===== config.mk =====
export PLATFORM = sky130hd
export DESIGN_NAME = message_fifo_overwrite_oldest_flat
export DESIGN_NICKNAME = d
export VERILOG_FILES = /design/src/mfo_pkg.sv /design/src/mfo_ifs.sv /design/src/mfo_front.sv /design/src/mfo_cmdq.sv /design/src/mfo_back.sv /design/src/message_fifo_overwrite_oldest.sv /design/src/flat_wrapper.sv
export SDC_FILE = /design/constraint.sdc
export NUM_CORES = 2
export LEC_CHECK = 0
export BUFFER_PORTS_ARGS = -buffer_cell sky130_fd_sc_hd__buf_4
export CORE_ASPECT_RATIO = 0.5
export CORE_MARGIN = 4
export CORE_UTILIZATION = 56
export DETAILED_ROUTE_END_ITERATION = 7
export PLACE_DENSITY_LB_ADDON = 0.25
export SLEW_MARGIN = 20
export SYNTH_ARGS = -nofsm -noshare
export SYNTH_HDL_FRONTEND = slang
export SYNTH_SLANG_ARGS = --single-unit

===== constraint.sdc =====
create_clock -name clk -period 33.6 [get_ports clk]
set_input_delay 3.36 -clock clk [delete_from_list [all_inputs] [get_ports clk]]
set_output_delay 3.36 -clock clk [all_outputs]
set_load 0.005 [all_outputs]

===== src/mfo_pkg.sv =====
// Package: shared types, codes and helpers of the message FIFO.
`timescale 1ns / 1ps
package mfo_pkg;

	localparam int DEPTH_DEF     = 16;
	localparam int MSG_BYTES_DEF = 8;

	localparam int OP_W      = 2;
	localparam int WORD_W    = 32;
	localparam int PAYLOAD_W = 64;
	localparam int CNT_W     = 4;
	localparam int STATUS_W  = 2;

	typedef enum logic [OP_W-1:0] {
		OP_POST  = 2'd0,
		OP_READ  = 2'd1,
		OP_PEEK  = 2'd2,
		OP_CLEAR = 2'd3
	} op_t;

	typedef enum logic [STATUS_W-1:0] {
		ST_OK     = 2'd0,
		ST_EMPTY  = 2'd1,
		ST_TOOBIG = 2'd2
	} status_t;

	// Command kinds after classification in the front part.
	typedef enum logic [2:0] {
		CMD_POST,
		CMD_BIG,
		CMD_POP,
		CMD_PEEK,
		CMD_CLEAR
	} cmd_kind_t;

	typedef struct packed {
		cmd_kind_t            kind;
		logic [WORD_W-1:0]    mtype;
		logic [WORD_W-1:0]    mparam;
		logic [PAYLOAD_W-1:0] payload;
		logic [CNT_W-1:0]     nbytes;
		logic [CNT_W-1:0]     npeek;
	} cmd_t;

	typedef struct packed {
		status_t              status;
		logic                 has_message;
		logic [WORD_W-1:0]    type_out;
		logic [WORD_W-1:0]    param_out;
		logic [PAYLOAD_W-1:0] payload_out;
		logic [CNT_W-1:0]     length_out;
		logic [CNT_W-1:0]     occupancy;
		logic                 last;
	} rsp_t;

	// Ones in the low n bytes, all ones from eight bytes up.
	function automatic logic [PAYLOAD_W-1:0] byte_mask(input logic [CNT_W-1:0] n);
		logic [PAYLOAD_W-1:0] m;
		for (int i = 0; i < PAYLOAD_W / 8; i++) begin
			m[8*i +: 8] = (CNT_W'(i) < n) ? 8'hFF : 8'h00;
		end
		return m;
	endfunction

	// Final result that carries no message.
	function automatic rsp_t no_msg(input status_t st, input logic [CNT_W-1:0] occ);
		rsp_t r;
		r             = '0;
		r.status      = st;
		r.occupancy   = occ;
		r.last        = 1'b1;
		return r;
	endfunction

endpackage


===== src/mfo_ifs.sv =====
// Interfaces: request and result channels of the message FIFO.
`timescale 1ns / 1ps
interface mfo_req_if;
	logic                                valid;
	logic                                ready;
	logic [mfo_pkg::OP_W-1:0]            op;
	logic [mfo_pkg::WORD_W-1:0]          msg_type;
	logic [mfo_pkg::WORD_W-1:0]          msg_param;
	logic [mfo_pkg::PAYLOAD_W-1:0]       payload_in;
	logic [mfo_pkg::CNT_W-1:0]           byte_count;
	logic [mfo_pkg::CNT_W-1:0]           peek_count;

	modport source (output valid, op, msg_type, msg_param, payload_in, byte_count,
		peek_count, input ready);
	modport sink (input valid, op, msg_type, msg_param, payload_in, byte_count,
		peek_count, output ready);
endinterface

interface mfo_rsp_if;
	logic                                valid;
	logic                                ready;
	logic [mfo_pkg::STATUS_W-1:0]        status;
	logic                                has_message;
	logic [mfo_pkg::WORD_W-1:0]          type_out;
	logic [mfo_pkg::WORD_W-1:0]          param_out;
	logic [mfo_pkg::PAYLOAD_W-1:0]       payload_out;
	logic [mfo_pkg::CNT_W-1:0]           length_out;
	logic [mfo_pkg::CNT_W-1:0]           occupancy;
	logic                                last;

	modport source (output valid, status, has_message, type_out, param_out, payload_out,
		length_out, occupancy, last, input ready);
	modport sink (input valid, status, has_message, type_out, param_out, payload_out,
		length_out, occupancy, last, output ready);
endinterface


===== src/mfo_front.sv =====
// Front part: accept requests and classify them into commands.
`timescale 1ns / 1ps
module mfo_front #(
	parameter int MSG_BYTES = mfo_pkg::MSG_BYTES_DEF
) (
	mfo_req_if.sink        req,
	input  logic           q_full,
	output logic           push,
	output mfo_pkg::cmd_t  push_cmd
);

	assign req.ready = !q_full;
	assign push      = req.valid && !q_full;

	always_comb begin
		push_cmd         = '0;
		push_cmd.mtype   = req.msg_type;
		push_cmd.mparam  = req.msg_param;
		// keep only the posted bytes, the rest stored as zero
		push_cmd.payload = req.payload_in & mfo_pkg::byte_mask(req.byte_count);
		push_cmd.nbytes  = req.byte_count;
		push_cmd.npeek   = req.peek_count;
		unique case (mfo_pkg::op_t'(req.op))
			mfo_pkg::OP_POST: begin
				push_cmd.kind = (req.byte_count > mfo_pkg::CNT_W'(MSG_BYTES)) ?
					mfo_pkg::CMD_BIG : mfo_pkg::CMD_POST;
			end
			mfo_pkg::OP_READ:  push_cmd.kind = mfo_pkg::CMD_POP;
			mfo_pkg::OP_PEEK:  push_cmd.kind = mfo_pkg::CMD_PEEK;
			mfo_pkg::OP_CLEAR: push_cmd.kind = mfo_pkg::CMD_CLEAR;
			default:           push_cmd.kind = mfo_pkg::CMD_CLEAR;
		endcase
	end

endmodule


===== src/mfo_cmdq.sv =====
// Command queue: two-entry buffer between front and back parts.
`timescale 1ns / 1ps
module mfo_cmdq (
	input  logic           clk,
	input  logic           arst_n,
	input  logic           push,
	input  mfo_pkg::cmd_t  push_cmd,
	output logic           full,
	input  logic           pop,
	output logic           head_valid,
	output mfo_pkg::cmd_t  head_cmd
);

	mfo_pkg::cmd_t ent_q [2];
	logic          wr_q;
	logic          rd_q;
	logic [1:0]    cnt_q;

	assign full       = (cnt_q == 2'd2);
	assign head_valid = (cnt_q != 2'd0);
	assign head_cmd   = ent_q[rd_q];

	always_ff @(posedge clk or negedge arst_n) begin
		if (!arst_n) begin
			wr_q  <= 1'b0;
			rd_q  <= 1'b0;
			cnt_q <= 2'd0;
		end else begin
			if (push) begin
				wr_q <= !wr_q;
			end
			if (pop) begin
				rd_q <= !rd_q;
			end
			if (push && !pop) begin
				cnt_q <= cnt_q + 2'd1;
			end else if (pop && !push) begin
				cnt_q <= cnt_q - 2'd1;
			end
		end
	end

	always_ff @(posedge clk) begin
		if (push) begin
			ent_q[wr_q] <= push_cmd;
		end
	end

endmodule


===== src/mfo_back.sv =====
// Back part: message ring, pointers, peek sequencer and result register.
`timescale 1ns / 1ps
module mfo_back #(
	parameter int DEPTH     = mfo_pkg::DEPTH_DEF,
	parameter int MSG_BYTES = mfo_pkg::MSG_BYTES_DEF
) (
	input  logic           clk,
	input  logic           arst_n,
	input  logic           cq_valid,
	input  mfo_pkg::cmd_t  cq_cmd,
	output logic           cq_pop,
	mfo_rsp_if.source      rsp
);

	localparam int PTR_W = (DEPTH > 1) ? $clog2(DEPTH) : 1;
	localparam int PLD_W = 8 * MSG_BYTES;
	localparam int CW    = mfo_pkg::CNT_W;

	typedef enum logic {S_IDLE, S_EMIT} state_t;

	// message ring
	logic [mfo_pkg::WORD_W-1:0] type_mem  [DEPTH];
	logic [mfo_pkg::WORD_W-1:0] param_mem [DEPTH];
	logic [PLD_W-1:0]           pld_mem   [DEPTH];
	logic [CW-1:0]              len_mem   [DEPTH];

	logic [mfo_pkg::WORD_W-1:0] rd_type_q;
	logic [mfo_pkg::WORD_W-1:0] rd_param_q;
	logic [PLD_W-1:0]           rd_pld_q;
	logic [CW-1:0]              rd_len_q;

	state_t          state_q;
	logic [PTR_W-1:0] rp_q;
	logic [PTR_W-1:0] wp_q;
	logic [PTR_W-1:0] pk_q;
	logic [CW-1:0]    left_q;
	logic [CW-1:0]    want_q;
	logic [CW-1:0]    occ_q;
	logic             out_valid_q;
	mfo_pkg::rsp_t    out_q;

	logic             out_free;
	logic [PTR_W:0]   held_sum;
	logic [PTR_W-1:0] held;
	logic             empty;
	logic             full;
	logic [PTR_W+CW-1:0] held_x;
	logic [CW-1:0]    peek_n;
	logic             start_fetch;
	logic             rd_en;
	logic [PTR_W-1:0] rd_addr;
	logic             wr_en;
	logic [CW-1:0]    msg_n;
	mfo_pkg::rsp_t    msg_rsp;

	function automatic logic [PTR_W-1:0] nxt(input logic [PTR_W-1:0] p);
		return (p == PTR_W'(DEPTH - 1)) ? '0 : p + PTR_W'(1);
	endfunction

	function automatic logic [CW-1:0] occ4(input logic [PTR_W-1:0] x);
		logic [PTR_W+CW-1:0] e;
		e = (PTR_W + CW)'(x);
		return e[CW-1:0];
	endfunction

	always_comb begin
		held_sum = (rp_q > wp_q) ? ({1'b0, wp_q} + (PTR_W + 1)'(DEPTH)) : {1'b0, wp_q};
		held     = PTR_W'(held_sum - {1'b0, rp_q});
		empty    = (rp_q == wp_q);
		full     = (nxt(wp_q) == rp_q);
		held_x   = (PTR_W + CW)'(held);
		peek_n   = (held_x < (PTR_W + CW)'(cq_cmd.npeek)) ? held_x[CW-1:0] : cq_cmd.npeek;
	end

	assign out_free = !out_valid_q || rsp.ready;
	assign cq_pop   = (state_q == S_IDLE) && cq_valid && out_free;
	assign wr_en    = cq_pop && (cq_cmd.kind == mfo_pkg::CMD_POST);

	assign start_fetch = cq_pop && !empty &&
		((cq_cmd.kind == mfo_pkg::CMD_POP) ||
		 ((cq_cmd.kind == mfo_pkg::CMD_PEEK) && (cq_cmd.npeek != '0)));
	assign rd_en   = start_fetch || ((state_q == S_EMIT) && out_free && (left_q > CW'(1)));
	assign rd_addr = (state_q == S_IDLE) ? rp_q : pk_q;

	// Truncate the fetched message to the wanted length.
	always_comb begin
		msg_n               = (want_q < rd_len_q) ? want_q : rd_len_q;
		msg_rsp             = '0;
		msg_rsp.status      = mfo_pkg::ST_OK;
		msg_rsp.has_message = 1'b1;
		msg_rsp.type_out    = rd_type_q;
		msg_rsp.param_out   = (msg_n != '0) ? rd_param_q : '0;
		msg_rsp.payload_out = mfo_pkg::PAYLOAD_W'(rd_pld_q) & mfo_pkg::byte_mask(msg_n);
		msg_rsp.length_out  = msg_n;
		msg_rsp.occupancy   = occ_q;
		msg_rsp.last        = (left_q == CW'(1));
	end

	always_ff @(posedge clk) begin
		if (wr_en) begin
			type_mem[wp_q]  <= cq_cmd.mtype;
			param_mem[wp_q] <= cq_cmd.mparam;
			pld_mem[wp_q]   <= cq_cmd.payload[PLD_W-1:0];
			len_mem[wp_q]   <= cq_cmd.nbytes;
		end
		if (rd_en) begin
			rd_type_q  <= type_mem[rd_addr];
			rd_param_q <= param_mem[rd_addr];
			rd_pld_q   <= pld_mem[rd_addr];
			rd_len_q   <= len_mem[rd_addr];
		end
	end

	always_ff @(posedge clk or negedge arst_n) begin
		if (!arst_n) begin
			state_q     <= S_IDLE;
			rp_q        <= '0;
			wp_q        <= '0;
			pk_q        <= '0;
			left_q      <= '0;
			want_q      <= '0;
			occ_q       <= '0;
			out_valid_q <= 1'b0;
			out_q       <= '0;
		end else begin
			if (out_free) begin
				out_valid_q <= 1'b0;
			end
			unique case (state_q)
				S_IDLE: begin
					if (cq_pop) begin
						unique case (cq_cmd.kind)
							mfo_pkg::CMD_BIG: begin
								out_valid_q <= 1'b1;
								out_q <= mfo_pkg::no_msg(mfo_pkg::ST_TOOBIG, occ4(held));
							end
							mfo_pkg::CMD_POST: begin
								wp_q        <= nxt(wp_q);
								// drop the oldest message when the ring is full
								if (full) begin
									rp_q <= nxt(rp_q);
								end
								out_valid_q <= 1'b1;
								out_q <= mfo_pkg::no_msg(mfo_pkg::ST_OK,
									full ? occ4(held) : occ4(held + PTR_W'(1)));
							end
							mfo_pkg::CMD_CLEAR: begin
								rp_q        <= '0;
								wp_q        <= '0;
								out_valid_q <= 1'b1;
								out_q       <= mfo_pkg::no_msg(mfo_pkg::ST_OK, '0);
							end
							mfo_pkg::CMD_POP, mfo_pkg::CMD_PEEK: begin
								if (empty) begin
									out_valid_q <= 1'b1;
									out_q <= mfo_pkg::no_msg(mfo_pkg::ST_EMPTY, occ4(held));
								end else if (!start_fetch) begin
									out_valid_q <= 1'b1;
									out_q <= mfo_pkg::no_msg(mfo_pkg::ST_OK, occ4(held));
								end else begin
									state_q <= S_EMIT;
									want_q  <= cq_cmd.nbytes;
									pk_q    <= nxt(rp_q);
									if (cq_cmd.kind == mfo_pkg::CMD_POP) begin
										rp_q   <= nxt(rp_q);
										left_q <= CW'(1);
										occ_q  <= occ4(held - PTR_W'(1));
									end else begin
										left_q <= peek_n;
										occ_q  <= occ4(held);
									end
								end
							end
							default: begin
							end
						endcase
					end
				end
				S_EMIT: begin
					if (out_free) begin
						out_valid_q <= 1'b1;
						out_q       <= msg_rsp;
						if (left_q == CW'(1)) begin
							state_q <= S_IDLE;
						end else begin
							left_q <= left_q - CW'(1);
							pk_q   <= nxt(pk_q);
						end
					end
				end
				default: state_q <= S_IDLE;
			endcase
		end
	end

	assign rsp.valid       = out_valid_q;
	assign rsp.status      = out_q.status;
	assign rsp.has_message = out_q.has_message;
	assign rsp.type_out    = out_q.type_out;
	assign rsp.param_out   = out_q.param_out;
	assign rsp.payload_out = out_q.payload_out;
	assign rsp.length_out  = out_q.length_out;
	assign rsp.occupancy   = out_q.occupancy;
	assign rsp.last        = out_q.last;

	a_msg_ok: assert property (@(posedge clk) disable iff (!arst_n)
		out_valid_q && out_q.has_message |-> out_q.status == mfo_pkg::ST_OK)
		else $error("message result with non-ok status");

	a_len_max: assert property (@(posedge clk) disable iff (!arst_n)
		out_valid_q |-> out_q.length_out <= CW'(MSG_BYTES))
		else $error("returned length beyond slot size");

	a_zero_len: assert property (@(posedge clk) disable iff (!arst_n)
		out_valid_q && out_q.length_out == '0 |->
			out_q.param_out == '0 && out_q.payload_out == '0)
		else $error("zero-length result carries data");

	a_emit_left: assert property (@(posedge clk) disable iff (!arst_n)
		state_q == S_EMIT |-> left_q != '0)
		else $error("sequencer emitting with nothing left");

	a_ptr_range: assert property (@(posedge clk) disable iff (!arst_n)
		rp_q <= PTR_W'(DEPTH - 1) && wp_q <= PTR_W'(DEPTH - 1) && pk_q <= PTR_W'(DEPTH - 1))
		else $error("ring pointer out of range");

endmodule


===== src/message_fifo_overwrite_oldest.sv =====
// Top level: message FIFO that overwrites its oldest message when full.
//
//   port   dir  modport  what one request carries
//   req    in   sink     op, msg_type, msg_param, payload_in, byte_count, peek_count
//   rsp    out  source   status, has_message, type_out, param_out, payload_out,
//                        length_out, occupancy, last
//
// Sequence: post, clear, refused post and empty read/peek set the result directly;
// a read goes through a registered ring read, then the result; a peek of n messages gives
// one result a cycle while the output is free, paced by the single ring read port.
// Path from request to result register: the command queue for results without a
// message, and after it the registered ring read for a read or peek.
// Reset: arst_n clears pointers, queue and result register; the ring itself is not
// cleared, only written slots are ever read.
// Stalls: a held result stops the back part; the queue then fills and drops req.ready.
`timescale 1ns / 1ps
module message_fifo_overwrite_oldest #(
	parameter int DEPTH     = mfo_pkg::DEPTH_DEF,
	parameter int MSG_BYTES = mfo_pkg::MSG_BYTES_DEF
) (
	input  logic      clk,
	input  logic      arst_n,
	mfo_req_if.sink   req,
	mfo_rsp_if.source rsp
);

	// front to queue
	logic          push;
	mfo_pkg::cmd_t push_cmd;
	logic          q_full;

	// queue to back
	logic          cq_valid;
	mfo_pkg::cmd_t cq_cmd;
	logic          cq_pop;

	// Classify each request: mark oversized posts for refusal, mask posted bytes.
	mfo_front #(
		.MSG_BYTES (MSG_BYTES)
	) u_front (
		.req      (req),
		.q_full   (q_full),
		.push     (push),
		.push_cmd (push_cmd)
	);

	// Decouple acceptance from execution so a stalled result does not block intake
	// until two commands are waiting.
	mfo_cmdq u_cmdq (
		.clk        (clk),
		.arst_n     (arst_n),
		.push       (push),
		.push_cmd   (push_cmd),
		.full       (q_full),
		.pop        (cq_pop),
		.head_valid (cq_valid),
		.head_cmd   (cq_cmd)
	);

	// Execute commands against the ring and drive the result register.
	mfo_back #(
		.DEPTH     (DEPTH),
		.MSG_BYTES (MSG_BYTES)
	) u_back (
		.clk      (clk),
		.arst_n   (arst_n),
		.cq_valid (cq_valid),
		.cq_cmd   (cq_cmd),
		.cq_pop   (cq_pop),
		.rsp      (rsp)
	);

endmodule

===== src/flat_wrapper.sv =====
// flat-port wrapper written by rule: the top's interface ports become plain ports
module message_fifo_overwrite_oldest_flat 
#(
	parameter int DEPTH     = mfo_pkg::DEPTH_DEF,
	parameter int MSG_BYTES = mfo_pkg::MSG_BYTES_DEF
)
  (clk, arst_n, req_valid, req_op, req_msg_type, req_msg_param, req_payload_in, req_byte_count, req_peek_count, req_ready, rsp_valid, rsp_status, rsp_has_message, rsp_type_out, rsp_param_out, rsp_payload_out, rsp_length_out, rsp_occupancy, rsp_last, rsp_ready);
  mfo_req_if req_i ();
  mfo_rsp_if rsp_i ();
  input  logic clk;
  input  logic arst_n;
  input wire logic [$bits(req_i.valid)-1:0] req_valid;
  input wire logic [$bits(req_i.op)-1:0] req_op;
  input wire logic [$bits(req_i.msg_type)-1:0] req_msg_type;
  input wire logic [$bits(req_i.msg_param)-1:0] req_msg_param;
  input wire logic [$bits(req_i.payload_in)-1:0] req_payload_in;
  input wire logic [$bits(req_i.byte_count)-1:0] req_byte_count;
  input wire logic [$bits(req_i.peek_count)-1:0] req_peek_count;
  output wire logic [$bits(req_i.ready)-1:0] req_ready;
  output wire logic [$bits(rsp_i.valid)-1:0] rsp_valid;
  output wire logic [$bits(rsp_i.status)-1:0] rsp_status;
  output wire logic [$bits(rsp_i.has_message)-1:0] rsp_has_message;
  output wire logic [$bits(rsp_i.type_out)-1:0] rsp_type_out;
  output wire logic [$bits(rsp_i.param_out)-1:0] rsp_param_out;
  output wire logic [$bits(rsp_i.payload_out)-1:0] rsp_payload_out;
  output wire logic [$bits(rsp_i.length_out)-1:0] rsp_length_out;
  output wire logic [$bits(rsp_i.occupancy)-1:0] rsp_occupancy;
  output wire logic [$bits(rsp_i.last)-1:0] rsp_last;
  input wire logic [$bits(rsp_i.ready)-1:0] rsp_ready;
  assign req_i.valid = req_valid;
  assign req_i.op = req_op;
  assign req_i.msg_type = req_msg_type;
  assign req_i.msg_param = req_msg_param;
  assign req_i.payload_in = req_payload_in;
  assign req_i.byte_count = req_byte_count;
  assign req_i.peek_count = req_peek_count;
  assign req_ready = req_i.ready;
  assign rsp_valid = rsp_i.valid;
  assign rsp_status = rsp_i.status;
  assign rsp_has_message = rsp_i.has_message;
  assign rsp_type_out = rsp_i.type_out;
  assign rsp_param_out = rsp_i.param_out;
  assign rsp_payload_out = rsp_i.payload_out;
  assign rsp_length_out = rsp_i.length_out;
  assign rsp_occupancy = rsp_i.occupancy;
  assign rsp_last = rsp_i.last;
  assign rsp_i.ready = rsp_ready;
  message_fifo_overwrite_oldest #(.DEPTH(DEPTH), .MSG_BYTES(MSG_BYTES)) u_core (.clk(clk), .arst_n(arst_n), .req(req_i), .rsp(rsp_i));
endmodule

After elaboration in Yosys (flattened, before gate mapping)
Memory sizes are Yosys's and may differ from the RTL's. A register that Yosys moved wholly into a read port is not among the register bits.
Cells that the tools add are included.
{"block": "classes", "reduce_logical": 36, "n_mux": 75, "eq_ne": 26, "n_lt_le_gt_ge": 21, "add_sub_neg": 10, "n_bitwise": 4}
{"op": "two-way mux 140 bit", "count": 4}
{"op": "case mux 140 bit (4 select lines)", "count": 1}
{"op": "case mux 140 bit (2 select lines)", "count": 1}
{"op": "bitwise AND 64 bit", "count": 2}
{"op": "two-way mux 8 bit", "count": 16}
{"op": "two-way mux 4 bit", "count": 26}
{"op": "less-than comparator 3 x 4 -> 1 bit, first input constant", "count": 8}
{"op": "two-way mux 32 bit", "count": 1}
{"op": "case mux 4 bit (2 select lines)", "count": 3}
{"op": "adder 4 x 1 -> 4 bit, second input constant", "count": 5}
{"op": "less-than comparator 1 x 4 -> 1 bit, first input constant", "count": 4}
{"op": "less-than comparator 2 x 4 -> 1 bit, first input constant", "count": 4}
{"op": "two-way mux 1 bit", "count": 16}
{"op": "!= test 2 bit, second input constant", "count": 8}
{"op": "== test 4 bit, second input constant", "count": 3}
{"op": "case mux 3 bit (4 select lines)", "count": 1}
{"op": "case mux 4 bit (3 select lines)", "count": 1}
{"op": "logical AND 1 bit", "count": 11}
{"op": "== test 4 bit", "count": 2}
{"op": "less-than comparator 4 bit", "count": 2}
{"op": "nonzero test 4 bit", "count": 2}
{"op": "subtractor 4 x 1 -> 4 bit, second input constant", "count": 2}
{"op": "zero test 1 bit", "count": 7}
{"op": "AND reduction 7 bit", "count": 1}
{"op": "29 further kinds", "count": 41}
{"block": "totals", "output_inout_bits": 142, "memories": 5, "elab_cells": 196, "regBits": 170, "ramBits": 2390, "inputBits": 142}
{"name": "u_core.u_back.pld_mem", "depth": 16, "word_bits": 64, "rd": 1, "rd_clocked_by_memory_dff": 1, "write_ports": 1, "line": "mfo_back.sv:24", "source": "logic [PLD_W-1:0] pld_mem [DEPTH];"}
{"name": "u_core.u_back.param_mem", "depth": 16, "word_bits": 32, "rd": 1, "rd_clocked_by_memory_dff": 1, "write_ports": 1, "line": "mfo_back.sv:23", "source": "logic [mfo_pkg::WORD_W-1:0] param_mem [DEPTH];"}
{"name": "u_core.u_back.type_mem", "depth": 16, "word_bits": 32, "rd": 1, "rd_clocked_by_memory_dff": 1, "write_ports": 1, "line": "mfo_back.sv:22", "source": "logic [mfo_pkg::WORD_W-1:0] type_mem [DEPTH];"}
{"name": "u_core.u_cmdq.ent_q", "depth": 2, "word_bits": 139, "rd": 1, "rd_clocked_by_memory_dff": 0, "write_ports": 1, "line": "mfo_cmdq.sv:14", "source": "mfo_pkg::cmd_t ent_q [2];"}
{"name": "u_core.u_back.len_mem", "depth": 16, "word_bits": 4, "rd": 1, "rd_clocked_by_memory_dff": 1, "write_ports": 1, "line": "mfo_back.sv:25", "source": "logic [CW-1:0] len_mem [DEPTH];"}

Longest topological paths before layout
{"block": "depth", "ltp_word": 11, "mapped_depth": 13, "ltp_nobuf": 13}

Cells and area by module
A second synthesis with hierarchy kept.
{"block": "hier_totals", "cells_unflattened": 7317, "area_unflattened_um2": 105374.8}
{"mod": "mfo_back", "seq_area_each_um2": 71538.6, "cells_each": 6712, "area_per_inst_um2": 93634.8, "instances": 1}
{"mod": "mfo_cmdq", "seq_area_each_um2": 8448.1, "cells_each": 449, "area_per_inst_um2": 10636.5, "instances": 1}
{"mod": "mfo_front", "seq_area_each_um2": 0.0, "cells_each": 156, "area_per_inst_um2": 1103.6, "instances": 1}

Worst setup path after synthesis
OpenSTA, ideal clock, no wires.
{"block": "synth_path", "kind": "input to register", "from": "input rsp_ready", "to": "register u_core.u_back.rd_len_q[0] (read register of u_core.u_back.len_mem) (enable)", "setup_time_ns": 0.805, "path_stages": 3, "arrival_ns": 12.909, "path_slack_ns": 19.885, "path_buffers": 0, "cell_sequence": "nand2b_1 > nand2_1 > o21ai_0"}
{"block": "synth_between", "elab_chain_cells": 5, "word_cells_on_any_way": 7, "cone_classes": "reduce/logical: 7"}
{"element": "start: declaration", "line": "flat_wrapper.sv:29", "source": "input wire logic [$bits(rsp_i.ready)-1:0] rsp_ready;"}
{"element": "logical OR 1 bit (*)", "line": "mfo_back.sv:75", "source": "assign out_free = !out_valid_q || rsp.ready;"}
{"element": "logical AND 1 bit", "line": "mfo_back.sv:76", "source": "assign cq_pop = (state_q == S_IDLE) && cq_valid && out_free;"}
{"element": "logical AND 1 bit (2 in a row)", "line": "mfo_back.sv:79", "source": "assign start_fetch = cq_pop && !empty &&"}
{"element": "logical OR 1 bit (*)", "line": "mfo_back.sv:82", "source": "assign rd_en = start_fetch || ((state_q == S_EMIT) && out_free && (left_q > CW'(1)));"}
{"element": "net u_core.u_back.rd_en", "line": "mfo_back.sv:50", "source": "logic rd_en;"}
{"element": "end: declaration", "line": "mfo_back.sv:30", "source": "logic [CW-1:0] rd_len_q;"}
Mark *: on every way through the listed nets, which the timed path passes. The rest lies on a longest branch.
A chain may end at the register's enable or synchronous reset.

Worst setup path after layout
{"block": "layout_path", "from": "input rsp_ready", "to": "register u_core.u_back.rd_type_q[28] (netlist name) (read register of u_core.u_back.type_mem) (enable)"}
{"block": "layout_between", "elab_chain_cells": 5, "word_cells_on_any_way": 7, "cone_classes": "reduce/logical: 7"}
{"element": "logical OR 1 bit (*)", "line": "mfo_back.sv:75"}
{"element": "logical AND 1 bit", "line": "mfo_back.sv:76"}
{"element": "logical AND 1 bit (2 in a row)", "line": "mfo_back.sv:79"}
{"element": "logical OR 1 bit (*)", "line": "mfo_back.sv:82"}
{"element": "net u_core.u_back.rd_en", "line": "mfo_back.sv:50"}
{"element": "end: declaration", "line": "mfo_back.sv:27", "source": "logic [mfo_pkg::WORD_W-1:0] rd_type_q;"}
Marked as above.

==> metrics.md <==
| Metric | Value |
|---|---|
| Die W | `614.7 µm` |
| Post-Route WL | `237500 µm` |
| Crit-path max cell delay | `0.92 ns` |
| # DRC | `1` |
| CTS Buffer Depth | `4` |
| Clock sink total | `2692` |
| Grt total ovfl | `0` |
| Die area | `191400 µm²` |
| RSZ-0062 raised after global routing | `false` |
| Synth Instances | `5742` |
| DRT antenna net count | `0` |
| Slew headroom | `25.43%` |
| Global-route wire length before repair | `357700 µm` |
| Gp weighted congestion | `0.8085` |
| Starting Density | `56.31%` |
| Synthesized flop and latch total | `2692` |
| Critical Path End Type | `register` |
| Worst-skew pair later-pin latency | `0.87 ns` |
| Post-Place Cells | `8202` |
| Pin count of the biggest net entering global routing | `164` |
| Data required, critical path | `34.06 ns` |
| Slowest cell on crit path | `buf_4` |
| Synth Warn # | `0` |
| Vias in the first global route | `55876` |
| Post-synth top area cell | `edfxtp_1` |
| Postcts setup bufs | `0` |
| Most instantiated cells after synthesis | `2522 x edfxtp_1, 1107 x nand2_1, 346 x mux4_2, 186 x and3_1, 179 x a31oi_1` |
| DRT iter0 DRCs | `6749` |
| Avg WL per Cell | `27.55 µm` |
| Via count | `54472` |
| Final Max Tran Viols | `0` |
| Final Hold Viols | `0` |
| Fmax | `138.5 MHz` |
| Max FO, Critical Path | `53` |
| Fin area | `115000 µm²` |
| Area Overhead vs Synth | `11.55%` |
| Most common cell in the synthesized netlist | `edfxtp_1` |
| Mapped Nets | `5909` |
| Synth unique cells | `77` |
| Synthesized area | `103100 µm²` |
| Worst path arrival time | `7.68 ns` |
| IO Pins | `284` |
| Post-CTS Hold Buffers | `0` |
| Detail Placement HPWL | `124000 µm` |
| Main flop type after synthesis | `edfxtp_1` |
| Post_cts resized | `0` |
| Worst Hold Class | `register to register` |
| Synth async-reset ratio | `6.315%` |
| Status | `finished, violations left` |
| Setup Viol. Count Final | `0` |
| Mean instance size in the synthesized netlist | `17.95 µm²` |
| Most used cell, CP | `buf_4` |
| PortBufs | `283` |
| Tmin final | `7.221 ns` |
| Psw | `3.605 mW` |
| TritonRoute pass-1 iters | `8` |
| Pwr/cell area | `93.56 nW/µm²` |
| Clk pwr share | `24.3%` |
| Site Rows | `111` |
| Core ar. | `183000 µm²` |
| WL met3 | `17600 µm` |
| Root Driver | `clkbuf_16` |
| Fin nets | `6169` |
| CTS tree | `done` |
| EDFF count, synth | `2522` |
| N_diodes | `0` |
| Final setup margin | `26.38 ns` |
| Startpoint types | `primary input` |
| Sequential area share after synthesis | `77.60%` |
| Share of post-route cells with drive strength above 1 | `20.06%` |
| Failing checks | `design-rule violations` |
| Max cap viols | `0` |
| Hold path start | `u_core.u_back.rd_param_q[6]` |
| Dpl cell area | `107600 µm²` |
| GR Util All Layers | `24.60%` |
| Area contributors post-synth | `edfxtp_1 73%, mux4_2 7.6%, dfrtp_1 4.1%` |
| Vias/cell | `6.319` |
| Dpl ws | `25.49 ns` |
| Pint | `7.153 mW` |
| Top layer in use | `met4` |
| Peak supply drop | `0.00007918 V` |
| Total number of H-tree levels | `4` |
| Yosys top cell area share | `73.47%` |
| Seq pwr share | `42.2%` |
| Worst Tran Pin Value | `1.111 ns` |
| Sum Neg Setup Slack | `0 ns` |
| Fill cell count | `12524` |
| Non-Filler Instances | `8621` |
| Reg-to-Reg Start | `u_core.u_back.state_q` |
| Worst Clk Skew | `0.05456 ns` |
| DRT met1 WL | `97740 µm` |
| Worst path cell trace | `buf_4 -> and2b_1 -> nor3_4 -> inv_2 -> nor3_2 -> nand2_1 -> o21ai_4 -> buf_4 -> buf_4 -> buf_4` |
| CP startpoint | `rsp_ready` |
| Final Cycle Share | `21.49%` |
| Leakage power | `38.75 nW` |
| Initial antenna violation count | `1` |
| Switching Fraction | `33.51%` |
| Metal2 WL | `116100 µm` |
| Setup CP Type | `primary input to register` |
| Die H | `311.4 µm` |
| Inserted Clock Buffers | `227` |
| Combinational fraction of design power | `33.5%` |
| CTS clk-pin slew, worst paths | `0.07 ns` |
-- path summary, 6_finish.rpt --
| path | to | slack (ns) | depth (start not counted) |
|---|---|---|---|
| hold / removal | u_core.u_back.rsp.param_out[6] | 0.46 | 1 |
| hold reg to reg | u_core.u_back.rsp.param_out[6] | 0.46 | 1 |
| setup reg to reg | u_core.u_back.rd_pld_q[23] | 28.19 | 9 |
| setup / recovery | u_core.u_back.rd_type_q[28] | 26.38 | 10 |
| max in group asynchronous | u_core.u_back.rsp.payload_out[2] | 29.64 | 2 |
| min in group asynchronous | u_core.u_back.rsp.param_out[6] | 2.54 | 1 |
-- sequential cells by signal (all words and copies together) (netlist names), 4 cells and up --
name,flops
u_core.u_back.rsp.occupancy,4
u_core.u_back.left_q,4
u_core.u_back.want_q,4
u_core.u_back.param_mem,512
u_core.u_back.rp_q,4
u_core.u_back.rd_pld_q,64
u_core.u_back.rsp.payload_out,64
u_core.u_back.rd_len_q,4
u_core.u_back.rsp.type_out,32
u_core.u_back.rsp.length_out,4
u_core.u_back.pld_mem,1024
u_core.u_back.pk_q,4
u_core.u_cmdq.ent_q,278
u_core.u_back.len_mem,64
u_core.u_back.rd_param_q,32
u_core.u_back.wp_q,4
u_core.u_back.rsp.param_out,32
u_core.u_back.rd_type_q,32
u_core.u_back.type_mem,512
u_core.u_back.occ_q,4
-- area by class of cell --
| type | count | area [µm²] | share of cell area [%] |
|---|---|---|---|
| sequential | 2692 | 79990 | 69.57 |
| multi-input combinational | 2682 | 21570 | 18.76 |
| clock buffer | 300 | 6237 | 5.424 |
| tap | 2429 | 3039 | 2.643 |
| timing repair buffer | 371 | 2944 | 2.560 |
| clock inverter | 119 | 1094 | 0.9511 |
| inverter | 28 | 105.1 | 0.09141 |
-- power groups by stage --
stage / Sequential (mW) / Clock [mW] / Combinational [mW]
global route: 4.56 / 2.80 / 3.89
detailed placement: 4.61 / 0 / 3.62
finish: 4.54 / 2.61 / 3.61
floorplan: 4.59 / 0 / 2.50
CTS: 4.54 / 2.65 / 3.63
global placement: 4.60 / 0 / 3.51
-- kinds of logic after synthesis --
family / share of synthesized area (%)
compound gates: 4.450
xor+xnor: 0.1347
fa+ha+maj: 0.3108
buf+inv: 1.674
flops: 77.60
mux: 9.365
simple gates: 6.465
-- metrics by stage --
step	hold WS (ns)	power [mW]	utilization (%)
after detailed placement	0.4520	8.225	58.80
after CTS	0.4669	10.82	62.81
after global routing	0.4749	11.25	62.82
after global placement	0.4467	8.113	58.78
after floorplan	0.4426	7.084	-
final	0.4629	10.76	62.82
-- placed cells by master, fill, tap and decap left out, types with 5 or more instances in the layout --
cell type,n
edfxtp_1,2522
nand2_1,1107
buf_4,355
mux4_2,346
clkbuf_16,229
and3_1,182
a31oi_1,179
dfrtp_1,169
mux2_2,141
a311oi_1,139
a22o_1,123
nand3_1,98
nor2b_1,49
a211oi_1,49
clkbuf_1,47
clkinv_2,45
clkinv_1,44
o21ai_0,27
inv_1,25
nor2_1,25
clkbuf_8,25
ha_1,24
and2_1,18
bufinv_16,18
a21oi_1,15
mux2i_1,13
and2_4,11
buf_12,11
xnor2_1,9
a32o_1,8
nand2b_1,6
o211ai_1,6
nor3_1,6
a21o_1,6
o21a_1,5
xor2_1,5
-- metal layers --
metal  vias to the layer above  GRT usage (%)
met5                         -              0
met4                         0          6.260
met3                       396          3.708
met2                      2394          40.42
met1                     28584          35.15
li1                      23098              -
-- critical path: cells and delay by family --
family | cells | cell delay, ns
compound gates | 1 | 0.20
buf+inv | 5 | 2.39
simple gates | 4 | 1.51
Note: power is estimated with default switching activity, not from simulation.
